--- src/rtl/pcs_pkg.sv ---
// Shared types, widths and constants of the phase current sense block.
`default_nettype none
package pcs_pkg;

  localparam int ADC_BITS   = 12;
  localparam int SUM_W      = 28;
  localparam int CNT_W      = 16;
  localparam int OFS_W      = 16;
  localparam int SCALE_W    = 32;
  localparam int OUT_W      = 32;
  localparam int CFG_DATA_W = 32;
  localparam int CFG_IDX_W  = 2;
  localparam int Q4_BITS    = 4;
  localparam int FRAC_SHIFT = 20;

  // raw value in Q.4, signed difference against a Q12.4 offset
  localparam int RAW_Q4_W = ADC_BITS + Q4_BITS;
  localparam int DIFF_W   = ((RAW_Q4_W > OFS_W) ? RAW_Q4_W : OFS_W) + 1;
  localparam int PROD_W   = DIFF_W + SCALE_W + 1;
  localparam int MA_W     = PROD_W - FRAC_SHIFT;
  localparam int MRG_W    = MA_W + 2;

  // divider for the offset average: sum * 16 / count
  localparam int DIV_W     = SUM_W + Q4_BITS;
  localparam int DIV_CNT_W = $clog2(DIV_W);

  localparam logic [CNT_W-1:0]   DEFAULT_SAMPLES = CNT_W'(100);
  localparam logic [SCALE_W-1:0] SCALE_RST       = SCALE_W'(264046);

  typedef enum logic [CFG_IDX_W-1:0] {
    CFG_SAMPLE_COUNT = 2'd0,
    CFG_SCALE        = 2'd1,
    CFG_PHASE_SWAP   = 2'd2
  } cfg_idx_e;

  // per-lane operation strobes
  typedef struct packed {
    logic acc;   // add raw value to the running sum
    logic fin;   // last calibration sample: start the average
    logic mul;   // register offset-corrected product
  } lane_ctrl_t;

  // control for the result register
  typedef struct packed {
    logic load;
    logic cal_item;
    logic is_cal;
    logic done;
  } merge_ctrl_t;

  localparam logic signed [MRG_W-1:0] SAT_HI = MRG_W'(32'sh7FFF_FFFF);
  localparam logic signed [MRG_W-1:0] SAT_LO = MRG_W'(32'sh8000_0000);

  function automatic logic signed [OUT_W-1:0] sat_out(input logic signed [MRG_W-1:0] v);
    logic signed [OUT_W-1:0] r;
    if (v > SAT_HI) begin
      r = 32'sh7FFF_FFFF;
    end else if (v < SAT_LO) begin
      r = 32'sh8000_0000;
    end else begin
      r = v[OUT_W-1:0];
    end
    return r;
  endfunction

endpackage
`default_nettype wire

--- src/rtl/pcs_in_if.sv ---
// Input channel: one ADC conversion pair and its command.
`default_nettype none
interface pcs_in_if;
  logic                          valid;
  logic                          ready;
  logic                          cmd;
  logic [pcs_pkg::ADC_BITS-1:0]  first_word;
  logic [pcs_pkg::ADC_BITS-1:0]  second_word;

  modport source (output valid, cmd, first_word, second_word, input ready);
  modport sink   (input valid, cmd, first_word, second_word, output ready);
endinterface
`default_nettype wire

--- src/rtl/pcs_out_if.sv ---
// Output channel: three phase currents and calibration status.
`default_nettype none
interface pcs_out_if;
  logic                             valid;
  logic                             ready;
  logic signed [pcs_pkg::OUT_W-1:0] phase_a_ma;
  logic signed [pcs_pkg::OUT_W-1:0] phase_b_ma;
  logic signed [pcs_pkg::OUT_W-1:0] phase_c_ma;
  logic                             is_calibrated;
  logic                             cal_complete;

  modport source (output valid, phase_a_ma, phase_b_ma, phase_c_ma, is_calibrated,
                  cal_complete, input ready);
  modport sink   (input valid, phase_a_ma, phase_b_ma, phase_c_ma, is_calibrated,
                  cal_complete, output ready);
endinterface
`default_nettype wire

--- src/rtl/pcs_div.sv ---
// Restoring divider, one quotient bit per cycle, quotient saturated to 16 bits.
`default_nettype none
module pcs_div (
  input  wire logic                          clk_i,
  input  wire logic                          rst_ni,
  input  wire logic                          start_i,
  input  wire logic [pcs_pkg::DIV_W-1:0]     dividend_i,
  input  wire logic [pcs_pkg::CNT_W-1:0]     divisor_i,
  output logic                               done_o,
  output logic [pcs_pkg::OFS_W-1:0]          quot_o
);

  logic                            busy_q, busy_d;
  logic                            done_q, done_d;
  logic [pcs_pkg::DIV_CNT_W-1:0]   cnt_q, cnt_d;
  logic [pcs_pkg::CNT_W-1:0]       rem_q, rem_d;
  logic [pcs_pkg::CNT_W-1:0]       den_q, den_d;
  logic [pcs_pkg::DIV_W-1:0]       quo_q, quo_d;
  logic [pcs_pkg::CNT_W:0]         trial;
  logic                            ge;

  always_comb begin
    trial  = {rem_q, quo_q[pcs_pkg::DIV_W-1]};
    ge     = trial >= {1'b0, den_q};
    busy_d = busy_q;
    done_d = 1'b0;
    cnt_d  = cnt_q;
    rem_d  = rem_q;
    den_d  = den_q;
    quo_d  = quo_q;
    if (start_i) begin
      busy_d = 1'b1;
      cnt_d  = '0;
      rem_d  = '0;
      den_d  = divisor_i;
      quo_d  = dividend_i;
    end else if (busy_q) begin
      // shift in the next dividend bit, subtract when it fits
      rem_d = ge ? pcs_pkg::CNT_W'(trial - {1'b0, den_q}) : trial[pcs_pkg::CNT_W-1:0];
      quo_d = {quo_q[pcs_pkg::DIV_W-2:0], ge};
      cnt_d = cnt_q + 1'b1;
      if (cnt_q == pcs_pkg::DIV_CNT_W'(pcs_pkg::DIV_W - 1)) begin
        busy_d = 1'b0;
        done_d = 1'b1;
      end
    end
  end

  always_ff @(posedge clk_i or negedge rst_ni) begin
    if (!rst_ni) begin
      busy_q <= 1'b0;
      done_q <= 1'b0;
      cnt_q  <= '0;
    end else begin
      busy_q <= busy_d;
      done_q <= done_d;
      cnt_q  <= cnt_d;
    end
  end

  always_ff @(posedge clk_i) begin
    rem_q <= rem_d;
    den_q <= den_d;
    quo_q <= quo_d;
  end

  assign done_o = done_q;
  assign quot_o = (|quo_q[pcs_pkg::DIV_W-1:pcs_pkg::OFS_W]) ? '1
                                                             : quo_q[pcs_pkg::OFS_W-1:0];

endmodule
`default_nettype wire

--- src/rtl/pcs_lane.sv ---
// One phase lane: calibration sum, offset average and offset-corrected scaling.
`default_nettype none
module pcs_lane (
  input  wire logic                                clk_i,
  input  wire logic                                rst_ni,
  input  wire pcs_pkg::lane_ctrl_t                 ctrl_i,
  input  wire logic [pcs_pkg::ADC_BITS-1:0]        raw_i,
  input  wire logic [pcs_pkg::SCALE_W-1:0]         scale_i,
  input  wire logic [pcs_pkg::CNT_W-1:0]           count_i,
  output logic                                     done_o,
  output logic signed [pcs_pkg::MA_W-1:0]          ma_o
);

  logic [pcs_pkg::SUM_W-1:0]          sum_q, sum_d, sum_nx;
  logic [pcs_pkg::OFS_W-1:0]          offset_q;
  logic [pcs_pkg::OFS_W-1:0]          quot;
  logic                               div_done;
  logic [pcs_pkg::DIV_W-1:0]          dividend;
  logic signed [pcs_pkg::DIFF_W-1:0]  diff;
  logic signed [pcs_pkg::PROD_W-1:0]  prod_q, prod_d;

  assign sum_nx   = sum_q + pcs_pkg::SUM_W'(raw_i);
  assign dividend = pcs_pkg::DIV_W'(sum_nx) << pcs_pkg::Q4_BITS;

  always_comb begin
    sum_d = sum_q;
    if (ctrl_i.acc) begin
      sum_d = ctrl_i.fin ? '0 : sum_nx;
    end
  end

  pcs_div u_div (
    .clk_i      (clk_i),
    .rst_ni     (rst_ni),
    .start_i    (ctrl_i.acc & ctrl_i.fin),
    .dividend_i (dividend),
    .divisor_i  (count_i),
    .done_o     (div_done),
    .quot_o     (quot)
  );

  always_ff @(posedge clk_i or negedge rst_ni) begin
    if (!rst_ni) begin
      sum_q    <= '0;
      offset_q <= '0;
    end else begin
      sum_q <= sum_d;
      if (div_done) begin
        offset_q <= quot;
      end
    end
  end

  // raw in Q.4 minus offset, then times the Q16.16 scale
  assign diff = $signed(pcs_pkg::DIFF_W'(pcs_pkg::RAW_Q4_W'(raw_i) << pcs_pkg::Q4_BITS))
              - $signed(pcs_pkg::DIFF_W'(offset_q));
  assign prod_d = pcs_pkg::PROD_W'(diff)
                * pcs_pkg::PROD_W'($signed({1'b0, scale_i}));

  always_ff @(posedge clk_i) begin
    if (ctrl_i.mul) begin
      prod_q <= prod_d;
    end
  end

  // arithmetic shift floors toward minus infinity
  assign ma_o   = prod_q[pcs_pkg::PROD_W-1:pcs_pkg::FRAC_SHIFT];
  assign done_o = div_done;

endmodule
`default_nettype wire

--- src/rtl/pcs_merge.sv ---
// Merge stage: derive phase C, saturate, and hold the result register.
`default_nettype none
module pcs_merge (
  input  wire logic                             clk_i,
  input  wire logic                             rst_ni,
  input  wire pcs_pkg::merge_ctrl_t             ctrl_i,
  input  wire logic signed [pcs_pkg::MA_W-1:0]  a_i,
  input  wire logic signed [pcs_pkg::MA_W-1:0]  b_i,
  output logic                                  free_o,
  pcs_out_if.source                             out_o
);

  logic                               valid_q, valid_d;
  logic signed [pcs_pkg::MRG_W-1:0]   a_x, b_x, c_x;
  logic signed [pcs_pkg::OUT_W-1:0]   a_q, b_q, c_q;
  logic                               is_cal_q, done_q;

  assign a_x = pcs_pkg::MRG_W'(a_i);
  assign b_x = pcs_pkg::MRG_W'(b_i);
  assign c_x = -(a_x + b_x);

  assign free_o = !valid_q || out_o.ready;

  always_comb begin
    valid_d = valid_q;
    if (out_o.ready) begin
      valid_d = 1'b0;
    end
    if (ctrl_i.load) begin
      valid_d = 1'b1;
    end
  end

  always_ff @(posedge clk_i or negedge rst_ni) begin
    if (!rst_ni) begin
      valid_q <= 1'b0;
    end else begin
      valid_q <= valid_d;
    end
  end

  always_ff @(posedge clk_i) begin
    if (ctrl_i.load) begin
      a_q      <= ctrl_i.cal_item ? '0 : pcs_pkg::sat_out(a_x);
      b_q      <= ctrl_i.cal_item ? '0 : pcs_pkg::sat_out(b_x);
      c_q      <= ctrl_i.cal_item ? '0 : pcs_pkg::sat_out(c_x);
      is_cal_q <= ctrl_i.is_cal;
      done_q   <= ctrl_i.done;
    end
  end

  assign out_o.valid         = valid_q;
  assign out_o.phase_a_ma    = a_q;
  assign out_o.phase_b_ma    = b_q;
  assign out_o.phase_c_ma    = c_q;
  assign out_o.is_calibrated = is_cal_q;
  assign out_o.cal_complete  = done_q;

endmodule
`default_nettype wire

--- src/rtl/phase_current_sense_with_offset_cal.sv ---
// Top level: two-shunt phase current sensing with offset calibration.
`default_nettype none
// Flow: a convert transaction runs through the multiply state, a calibration one through
//   the sum state, to the result hand-off; one that closes a run first waits on the 32-step dividers.
// In flight: one transaction at a time, accepted only in the idle state; the result register
//   lets the next one in while its result waits to be taken.
// Reset: asynchronous, active low; clears sums, offsets, sample counter and calibrated
//   flag, and loads the register defaults (100 samples, scale 264046).
module phase_current_sense_with_offset_cal (
  input  wire logic                                clk_i,
  input  wire logic                                rst_ni,
  pcs_in_if.sink                                   in_i,
  pcs_out_if.source                                out_o,
  input  wire logic                                cfg_we_i,
  input  wire logic [pcs_pkg::CFG_IDX_W-1:0]       cfg_idx_i,
  input  wire logic [pcs_pkg::CFG_DATA_W-1:0]      cfg_wdata_i
);

  // One-hot sequencer: idle, calibration sum, divide, multiply, result hand-off.
  typedef enum logic [4:0] {
    S_IDLE = 5'b00001,
    S_CAL  = 5'b00010,
    S_DIV  = 5'b00100,
    S_MUL  = 5'b01000,
    S_OUT  = 5'b10000
  } state_e;

  state_e state_q, state_d;

  // configuration registers
  logic [pcs_pkg::CNT_W-1:0]    sample_count_q;
  logic [pcs_pkg::SCALE_W-1:0]  scale_q;
  logic                         swap_q;

  // latched transaction
  logic                             cmd_q;
  logic [pcs_pkg::ADC_BITS-1:0]     raw_a_q, raw_b_q;

  // calibration bookkeeping
  logic [pcs_pkg::CNT_W-1:0]    seen_q, seen_d, seen_inc;
  logic [pcs_pkg::CNT_W-1:0]    n_eff;
  logic                         fin;
  logic                         calibrated_q, calibrated_d;
  logic                         done_q, done_d;

  pcs_pkg::lane_ctrl_t          lane_ctrl;
  pcs_pkg::merge_ctrl_t         mrg_ctrl;
  logic                         done_a, done_b;
  logic signed [pcs_pkg::MA_W-1:0] ma_a, ma_b;
  logic                         out_free;
  logic                         in_acc;

  // Configuration writes; an index past the list is dropped.
  always_ff @(posedge clk_i or negedge rst_ni) begin
    if (!rst_ni) begin
      sample_count_q <= pcs_pkg::DEFAULT_SAMPLES;
      scale_q        <= pcs_pkg::SCALE_RST;
      swap_q         <= 1'b0;
    end else if (cfg_we_i) begin
      unique case (pcs_pkg::cfg_idx_e'(cfg_idx_i))
        pcs_pkg::CFG_SAMPLE_COUNT: sample_count_q <= cfg_wdata_i[pcs_pkg::CNT_W-1:0];
        pcs_pkg::CFG_SCALE:        scale_q        <= cfg_wdata_i[pcs_pkg::SCALE_W-1:0];
        pcs_pkg::CFG_PHASE_SWAP:   swap_q         <= cfg_wdata_i[0];
        default: ;
      endcase
    end
  end

  // A count of zero means the default run length. The count is read on every
  // calibration item, so lowering it mid-run closes the run at once.
  assign n_eff    = (sample_count_q == '0) ? pcs_pkg::DEFAULT_SAMPLES : sample_count_q;
  assign seen_inc = seen_q + 1'b1;
  assign fin      = seen_inc >= n_eff;

  assign in_i.ready = (state_q == S_IDLE);
  assign in_acc     = in_i.valid && in_i.ready;

  // Route the conversion pair to phases A and B at acceptance.
  always_ff @(posedge clk_i) begin
    if (in_acc) begin
      cmd_q   <= in_i.cmd;
      raw_a_q <= swap_q ? in_i.second_word : in_i.first_word;
      raw_b_q <= swap_q ? in_i.first_word  : in_i.second_word;
    end
  end

  always_comb begin
    state_d      = state_q;
    seen_d       = seen_q;
    calibrated_d = calibrated_q;
    done_d       = done_q;
    unique case (state_q)
      S_IDLE: begin
        if (in_acc) begin
          done_d  = 1'b0;
          state_d = in_i.cmd ? S_CAL : S_MUL;
        end
      end
      S_CAL: begin
        // Sums advance in the lanes this cycle; the last sample kicks the dividers.
        if (fin) begin
          seen_d  = '0;
          state_d = S_DIV;
        end else begin
          seen_d  = seen_inc;
          state_d = S_OUT;
        end
      end
      S_DIV: begin
        if (done_a) begin
          calibrated_d = 1'b1;
          done_d       = 1'b1;
          state_d      = S_OUT;
        end
      end
      S_MUL: begin
        state_d = S_OUT;
      end
      S_OUT: begin
        if (out_free) begin
          state_d = S_IDLE;
        end
      end
      default: begin
        state_d = S_IDLE;
      end
    endcase
  end

  always_ff @(posedge clk_i or negedge rst_ni) begin
    if (!rst_ni) begin
      state_q      <= S_IDLE;
      seen_q       <= '0;
      calibrated_q <= 1'b0;
      done_q       <= 1'b0;
    end else begin
      state_q      <= state_d;
      seen_q       <= seen_d;
      calibrated_q <= calibrated_d;
      done_q       <= done_d;
    end
  end

  assign lane_ctrl.acc = (state_q == S_CAL);
  assign lane_ctrl.fin = fin;
  assign lane_ctrl.mul = (state_q == S_MUL);

  pcs_lane u_lane_a (
    .clk_i   (clk_i),
    .rst_ni  (rst_ni),
    .ctrl_i  (lane_ctrl),
    .raw_i   (raw_a_q),
    .scale_i (scale_q),
    .count_i (n_eff),
    .done_o  (done_a),
    .ma_o    (ma_a)
  );

  pcs_lane u_lane_b (
    .clk_i   (clk_i),
    .rst_ni  (rst_ni),
    .ctrl_i  (lane_ctrl),
    .raw_i   (raw_b_q),
    .scale_i (scale_q),
    .count_i (n_eff),
    .done_o  (done_b),
    .ma_o    (ma_b)
  );

  // Hand the finished transaction to the result register.
  assign mrg_ctrl.load     = (state_q == S_OUT) && out_free;
  assign mrg_ctrl.cal_item = cmd_q;
  assign mrg_ctrl.is_cal   = calibrated_q;
  assign mrg_ctrl.done     = done_q;

  pcs_merge u_merge (
    .clk_i  (clk_i),
    .rst_ni (rst_ni),
    .ctrl_i (mrg_ctrl),
    .a_i    (ma_a),
    .b_i    (ma_b),
    .free_o (out_free),
    .out_o  (out_o)
  );

  // Both lanes divide the same number of steps and must finish together.
  a_lanes_in_step: assert property (@(posedge clk_i) disable iff (!rst_ni)
    done_a == done_b)
    else $error("lane dividers out of step");

  // A transaction that closes a run reports the block as calibrated.
  a_done_implies_cal: assert property (@(posedge clk_i) disable iff (!rst_ni)
    out_o.valid && out_o.cal_complete |-> out_o.is_calibrated)
    else $error("cal_complete without is_calibrated");

  // One transaction in flight: no acceptance right after an acceptance.
  a_one_in_flight: assert property (@(posedge clk_i) disable iff (!rst_ni)
    in_i.valid && in_i.ready |=> !in_i.ready)
    else $error("second transaction accepted while busy");

  // The dividers only report while the sequencer waits for them.
  a_div_done_in_div: assert property (@(posedge clk_i) disable iff (!rst_ni)
    done_a |-> state_q == S_DIV)
    else $error("divider finished outside the divide state");

endmodule
`default_nettype wire
--- src/flat_wrapper.sv ---
// flat-port wrapper written by rule: the top's interface ports become plain ports
module phase_current_sense_with_offset_cal_flat 
  (clk_i, rst_ni, cfg_we_i, cfg_idx_i, cfg_wdata_i, in_i_valid, in_i_cmd, in_i_first_word, in_i_second_word, in_i_ready, out_o_valid, out_o_phase_a_ma, out_o_phase_b_ma, out_o_phase_c_ma, out_o_is_calibrated, out_o_cal_complete, out_o_ready);
  pcs_in_if in_i_i ();
  pcs_out_if out_o_i ();
  input  wire logic clk_i;
  input  wire logic rst_ni;
  input  wire logic cfg_we_i;
  input  wire logic [pcs_pkg::CFG_IDX_W-1:0] cfg_idx_i;
  input  wire logic [pcs_pkg::CFG_DATA_W-1:0] cfg_wdata_i;
  input wire logic [$bits(in_i_i.valid)-1:0] in_i_valid;
  input wire logic [$bits(in_i_i.cmd)-1:0] in_i_cmd;
  input wire logic [$bits(in_i_i.first_word)-1:0] in_i_first_word;
  input wire logic [$bits(in_i_i.second_word)-1:0] in_i_second_word;
  output wire logic [$bits(in_i_i.ready)-1:0] in_i_ready;
  output wire logic [$bits(out_o_i.valid)-1:0] out_o_valid;
  output wire logic [$bits(out_o_i.phase_a_ma)-1:0] out_o_phase_a_ma;
  output wire logic [$bits(out_o_i.phase_b_ma)-1:0] out_o_phase_b_ma;
  output wire logic [$bits(out_o_i.phase_c_ma)-1:0] out_o_phase_c_ma;
  output wire logic [$bits(out_o_i.is_calibrated)-1:0] out_o_is_calibrated;
  output wire logic [$bits(out_o_i.cal_complete)-1:0] out_o_cal_complete;
  input wire logic [$bits(out_o_i.ready)-1:0] out_o_ready;
  assign in_i_i.valid = in_i_valid;
  assign in_i_i.cmd = in_i_cmd;
  assign in_i_i.first_word = in_i_first_word;
  assign in_i_i.second_word = in_i_second_word;
  assign in_i_ready = in_i_i.ready;
  assign out_o_valid = out_o_i.valid;
  assign out_o_phase_a_ma = out_o_i.phase_a_ma;
  assign out_o_phase_b_ma = out_o_i.phase_b_ma;
  assign out_o_phase_c_ma = out_o_i.phase_c_ma;
  assign out_o_is_calibrated = out_o_i.is_calibrated;
  assign out_o_cal_complete = out_o_i.cal_complete;
  assign out_o_i.ready = out_o_ready;
  phase_current_sense_with_offset_cal u_core (.clk_i(clk_i), .rst_ni(rst_ni), .in_i(in_i_i), .out_o(out_o_i), .cfg_we_i(cfg_we_i), .cfg_idx_i(cfg_idx_i), .cfg_wdata_i(cfg_wdata_i));
endmodule
--- config.mk ---
export PLATFORM = sky130hd
export DESIGN_NAME = phase_current_sense_with_offset_cal_flat
export DESIGN_NICKNAME = d
export VERILOG_FILES = /design/src/rtl/pcs_pkg.sv /design/src/rtl/pcs_in_if.sv /design/src/rtl/pcs_out_if.sv /design/src/rtl/pcs_div.sv /design/src/rtl/pcs_lane.sv /design/src/rtl/pcs_merge.sv /design/src/rtl/phase_current_sense_with_offset_cal.sv /design/src/flat_wrapper.sv
export SDC_FILE = /design/constraint.sdc
export NUM_CORES = 2
export LEC_CHECK = 0
export BUFFER_PORTS_ARGS = -buffer_cell sky130_fd_sc_hd__buf_2
export CORE_MARGIN = 5
export CORE_UTILIZATION = 45
export DETAILED_ROUTE_END_ITERATION = 10
export PLACE_DENSITY = 0.64
export SYNTH_ARGS = -nofsm -noshare
export SYNTH_HDL_FRONTEND = slang
export SYNTH_SLANG_ARGS = --single-unit
--- constraint.sdc ---
create_clock -name clk_i -period 8.3 [get_ports clk_i]
set_input_delay 2.49 -clock clk_i [delete_from_list [all_inputs] [get_ports clk_i]]
set_output_delay 2.49 -clock clk_i [all_outputs]
set_load 0.005 [all_outputs]
# Yosys cells after proc, flatten, opt, wreduce, memory -nomap -nowiden
# Index checks and enable logic that the tools add are counted.
word_totals:
  n_memories: 0
  in_bits: 64
  rom_bits: 0
  ramBits: 0
  wordCells: 141
  latchBits: 0
  ff_bits: 510
  output_inout_bits: 100
op_classes:
  multipliers: 2
  muxes: 47
  add_sub_neg: 11
  bitwise: 1
  magnitude_cmp: 9
  shifts: 0
  n_eq_ne: 12
  n_div: 0
  n_reduce_logical: 21
ops:
  columns: ["operator", "count"]
  rows:
  - ["2-to-1 mux 32 bit", 7]
  - ["multiplier 17 x 33 -> 50 bit", 2]
  - ["2-to-1 mux 16 bit", 6]
  - ["2-to-1 mux 31 bit", 3]
  - ["greater-than comparator 30 x 32 -> 1 bit (second input constant)", 2]
  - ["less-than comparator 30 x 32 -> 1 bit (second input constant)", 2]
  - ["adder 28 x 12 -> 28 bit", 2]
  - ["2-to-1 mux 28 bit", 2]
  - ["2-to-1 mux 5 bit", 8]
  - ["greater-or-equal comparator 17 x 16 -> 1 bit", 2]
  - ["subtractor 16 x 16 -> 17 bit", 2]
  - ["greater-than comparator 32 bit (second input constant)", 1]
  - ["less-than comparator 32 bit (second input constant)", 1]
  - ["negator 32 bit", 1]
  - ["OR reduction 16 bit", 2]
  - ["subtractor 16 bit", 2]
  - ["adder 30 x 30 -> 31 bit", 1]
  - ["case mux 5 bit (5 select lines)", 1]
  - ["2-to-1 mux 12 bit", 2]
  - ["adder 16 x 1 -> 16 bit (second input constant)", 1]
  - ["greater-or-equal comparator 16 bit", 1]
  - ["zero test 16 bit", 1]
  - ["2-to-1 mux 1 bit", 16]
  - ["equality test 5 bit (second input constant)", 3]
  - ["other kinds (20)", 32]

# Logic depth before layout (Yosys ltp)
depth:
  word_depth: 5
  mapped_depth: 38
  mapped_depth_nobuf: 36

# Modules after synthesis
# From an unflattened synthesis, not the netlist that was laid out.
hier_totals:
  cells_unflattened: 6673
  hier_area_um2: 62077.0
modules_own_cells:
  columns: ["mod", "area_per_inst_um2", "cells_per_inst", "seq_area_each_um2", "n_inst"]
  rows:
  - ["pcs_lane (u_core.u_lane_a)", 22685.5, 2657, 2001.9, 1]
  - ["pcs_lane (u_core.u_lane_b)", 21421.8, 2406, 2001.9, 1]
  - ["pcs_div", 3844.9, 344, 1936.9, 2]
  - ["pcs_merge", 5605.4, 529, 2847.7, 1]
  - ["phase_current_sense_with_offset_cal", 4674.5, 393, 2568.7, 1]

# Worst setup path after synthesis
# OpenSTA, ideal clock, no wires.
synth_path:
  path_type: "reg2reg"
  from: "register u_core.u_lane_b.offset_q[2] (netlist bit)"
  to: "register u_core.u_lane_b.prod_q[49] (netlist bit), data pin"
  setup_ns: 0.260
  required_time_ns: 8.040
  n_path_buf: 3
  synth_period_minus_slack_ns: 8.366
  path_slack_ns: -0.066
  arrival_ns: 8.106
  path_stages_with_launch: 34
  path_cell_list: "dfrtp_1 -> nor4_1 -> a21oi_1 -> o21bai_1 -> a21oi_1 -> o21ai_0 -> a21oi_1 -> nor2b_1 -> o31a_1 -> o31a_1 -> clkbuf_1 -> clkbuf_1 -> clkbuf_1 -> nor2_1 -> a311oi_1 -> fa_1 -> fa_1 -> inv_1 -> fa_1 -> fa_1 -> fa_1 -> fa_1 -> ha_1 -> a21o_1 -> a21oi_1 -> o31ai_1 -> nor4_1 -> o211ai_1 -> a41oi_1 -> a211oi_1 -> o31ai_1 -> o21bai_1 -> a21oi_1 -> xnor2_1"
synth_via:
  elab_chain_len: 2
synth_lines:
  columns: ["item", "line_no", "text"]
  rows:
  - ["from (decl)", "pcs_lane.sv:15", "logic [pcs_pkg::OFS_W-1:0] offset_q;"]
  - ["from (signal assigned)", "pcs_lane.sv:49", "offset_q <= quot;"]
  - ["subtractor 16 x 16 -> 17 bit", "pcs_lane.sv:56", "- $signed(pcs_pkg::DIFF_W'(offset_q));"]
  - ["multiplier 17 x 33 -> 50 bit", "pcs_lane.sv:58", "* pcs_pkg::PROD_W'($signed({1'b0, scale_i}));"]
  - ["via u_core.u_lane_b.prod_d (one bit)", "pcs_lane.sv:20", "logic signed [pcs_pkg::PROD_W-1:0] prod_q, prod_d;"]
  - ["to (signal assigned)", "pcs_lane.sv:62", "prod_q <= prod_d;"]
  - ["to (decl)", "pcs_lane.sv:20", null]
# The timed path passes the listed nets, and every way through them passes these cells.
# A chain may end at the register's enable or synchronous reset.

# Worst setup path after layout
layout_path:
  from: "register u_core.raw_b_q[0] (netlist bit)"
  to: "register u_core.u_lane_b.prod_q[48] (netlist bit), data pin"
layout_via:
  elab_chain_len: 2
layout_lines:
  columns: ["item", "line_no", "text"]
  rows:
  - ["from (decl)", "phase_current_sense_with_offset_cal.sv:37", "logic [pcs_pkg::ADC_BITS-1:0] raw_a_q, raw_b_q;"]
  - ["from (signal assigned)", "phase_current_sense_with_offset_cal.sv:83", "raw_b_q <= swap_q ? in_i.first_word : in_i.second_word;"]
  - ["subtractor 16 x 16 -> 17 bit", "pcs_lane.sv:56", null]
  - ["multiplier 17 x 33 -> 50 bit", "pcs_lane.sv:58", null]
  - ["via u_core.u_lane_b.prod_d (one bit)", "pcs_lane.sv:20", null]
# The timed path passes the listed nets, and every way through them passes these cells.

==> metrics.yaml <==
finish:
  final_cell_mix: "inv_1 (1207), nand2_1 (921), fa_1 (888)"
  final_common_cell: "inv_1"
  nets: 8337
  drive_gt1_share_pct: 13.51
  syn_to_final_growth_pct: 13.17
floorplanning:
  rows: 135
  core_um2: 135300
  die_area_um2: 143500
  initial_utilization_pct: 45.23
  die_h_um: 378.8
  fp.dieW_um: 378.8
  ios: 164
detailed_routing:
  drt_wl_total_um: 174000
  drt_iter0_drc: 3555
  first_pass_iters: 5
  drc: 0
  ant_nets: 0
  vias_per_cell: 5.446
  wl_per_cell_um: 19.87
  num_vias: 47690
worst_setup_path:
  cpMaxStageDelayCell: "fa_2"
  reg2reg_slack_ps: 20
  critPathCaptureType: "flop"
  rr_startpoint: "u_core.raw_b_q[0]"
  r2r_cells: 32
  worst_r2r_endpoint: "u_core.u_lane_b.prod_q[48]"
  worstSetupStartpoint: "u_core.raw_b_q[0]"
  arrival_ps: 8680
  path_common_cell: "fa_1"
  crit_end: "u_core.u_lane_b.prod_q[48]"
  crit_required_ps: 8700
  cp_slowest_stage_delay_ps: 630
  cp-start-kind: "flop"
  path_class: "reg -> reg"
  critical_path_peak_fanout: 7
place:
  port_buffers: 163
  hpwl_um: 133800
  place_congestion: 0.9257
synthesis:
  synth_cells: 6730
  yosysTopAreaCellShare_pct: 29.48
  synth_nets: 8138
  async_flop_share_pct: 37.55
  synth.distinct_cells: 84
  synth_seq_area_share_pct: 20.81
  syn-cell-area_um2: 61190
  synth_area_leader_cell: "fa_1"
  ys_seq_elements: 466
  synthFlopType: "edfxtp_1"
  synth_edf_count: 251
  synth_area_per_cell_um2: 9.092
  synth_warnings: 0
  ys_top_cells_by_area: "fa_1 (29%), edfxtp_1 (12%), ha_1 (9.1%)"
status:
  status: "finished, final reports clean"
timing:
  final-hold-violation-count: 0
  tightestPinTransition_ps: 1162
  finalCritPeriodShare_pct: 99.80
  maxSlewHeadroom_pct: 22.54
  fin_skew_ps: 47.63
  fmaxAchievable_mhz: 120.7
  drv_slew: 0
  period_needed_ps: 8283
  holdWs_ps: 448.7
  rsz0062_at_grt: "true"
  finalSetupViolCount: 0
global_routing:
  grt_pass1_vias: 48680
  grt-ovfl-total: 0
  grt_pass1_wl_um: 274500
  antenna_found_initial: 10
  grt_max_degree: 93
  grt_usage_pct: 24.18
clocking:
  cts-root-buf: "clkbuf_16"
  htreeDepth: 2
  clkSinkCount: 466
  clockBufferDepth: 3
  cts_tree: "done"
  clock_latency_ps: 680
  hold_buffers: 0
  cts-buffers-inserted: 55
  path_clk_slew_ps: 60
hold_path:
  hold_class: "reg -> reg"
flow_run:
  cap_viol_max_count: 0
## repair_timing
item / CTS / global route
resized for setup: 81 / 156
cloned: 0 / 5
setup buffers: 15 / 39
setup endpoints to repair: 42 / 44
pin swaps: 37 / 85
## registers in the layout, indices dropped and copies added (netlist names), 28 cells and up
name / flops
u_core.u_lane_a.prod_q: 30
u_core.u_merge.out_o.phase_c_ma: 32
u_core.scale_q: 32
u_core.u_lane_a.u_div.quo_q: 32
u_core.u_merge.out_o.phase_a_ma: 30
u_core.u_lane_a.sum_q: 28
u_core.u_merge.out_o.phase_b_ma: 30
u_core.u_lane_b.u_div.quo_q: 32
u_core.u_lane_b.sum_q: 28
u_core.u_lane_b.prod_q: 30
## routing by layer
metal | vias up | wire [um] | part of all wire [%] | track usage, %
met3 | 343 | 12110 | 7.0 | 3.346
met1 | 23820 | 73910 | 42 | 32.92
met4 | 6 | 7230 | 4.2 | 8.244
li1 | 21800 | - | - | -
met5 | - | 34 | 0.020 | 0
met2 | 1714 | 80720 | 46 | 39.94
## kinds of logic (layout without fill, tap and decap cells)
kind of cell    count (synthesis)  in the layout  synth area share (%)
compound gates                851            852                 9.099
buf+inv                      1637           1880                 10.07
flops                         466            466                 20.81
xor+xnor                      204            204                 2.920
simple gates                 2123           2123                 16.72
fa+ha+maj                    1344           1344                 38.53
mux                           105            105                 1.848
other cells                     0              1                     0
## per-stage QoR
step           instances  utilization (%)  instance area, um^2  TNS [ps]  setup WS, ps
6_report            8756            51.18                69250         0         16.84
5_1_grt             8755            51.18                69250     -3766        -278.8
4_1_cts             8716            50.40                68190         0        0.1332
3_5_place_dp        8600            48.57                65720    -14710        -706.5
3_3_place_gp        8600            48.57                65720     -9821        -539.4
2_1_floorplan       6730                -                61190         0         43.29
## cells in the mapped netlist (all sizes together), types with 12 or more instances
library cell  number
a21o              61
a311oi            13
buf               18
mux2i             41
dfrtp            162
o31ai             41
nand4b            24
clkbuf           402
a31oi             52
inv             1217
nand2            927
o22a              33
nand4             26
o22ai             24
o21bai            16
o31a              12
fa               901
a311o             26
a211oi            22
edfxtp           251
and3              36
or2               12
nor4              26
dfxtp             40
o21ai            257
o211ai            19
nor2             259
ha               443
a21oi            150
and2             312
nor3              71
o21a              22
mux2              64
dfstp             13
nand3            182
nand2b            57
nor2b            102
o311ai            44
xor2              80
xnor2            124
nand3b            40
## worst min-delay path by stage
stage / from / endpoint / slack (ps) / depth (start not counted)
final: u_core.done_q / u_core.u_merge.out_o.cal_complete / 450 / 0
after global placement: u_core.calibrated_q / u_core.u_merge.out_o.is_calibrated / 430 / 0
after CTS: u_core.done_q / u_core.u_merge.out_o.cal_complete / 450 / 0
after detailed placement: u_core.done_q / u_core.u_merge.out_o.cal_complete / 440 / 0
after floorplan: u_core.calibrated_q / u_core.u_merge.out_o.is_calibrated / 420 / 0
after global routing: u_core.done_q / u_core.u_merge.out_o.cal_complete / 470 / 0
## layout make-up
| type | count | area (um^2) |
|---|---|---|
| Antenna cell | 1 | 2.502 |
| Clock buffer | 77 | 1608 |
| Clock inverter | 25 | 392.9 |
| Fill cell | 12440 | 66050 |
| Inverter | 1217 | 4568 |
| Multi-Input combinational cell | 4628 | 43470 |
| Sequential cell | 466 | 12740 |
| Tap cell | 1781 | 2228 |
| Timing Repair Buffer | 561 | 4247 |
## critical path, delay by kind of cell, from the launching register on
family                     cells  cell delay, ps
AOI/OAI and AO/OA             16            2830
xor gates and xnor gates       1             130
adders and majority gates      8            3820
buffers and inverters          5             620
DFF                            1             440
muxes                          1             110
and+or+nand+nor                1              60
Power is not shown: default switching activity piles up to over one toggle a cycle in this logic, so the estimate is an artifact.
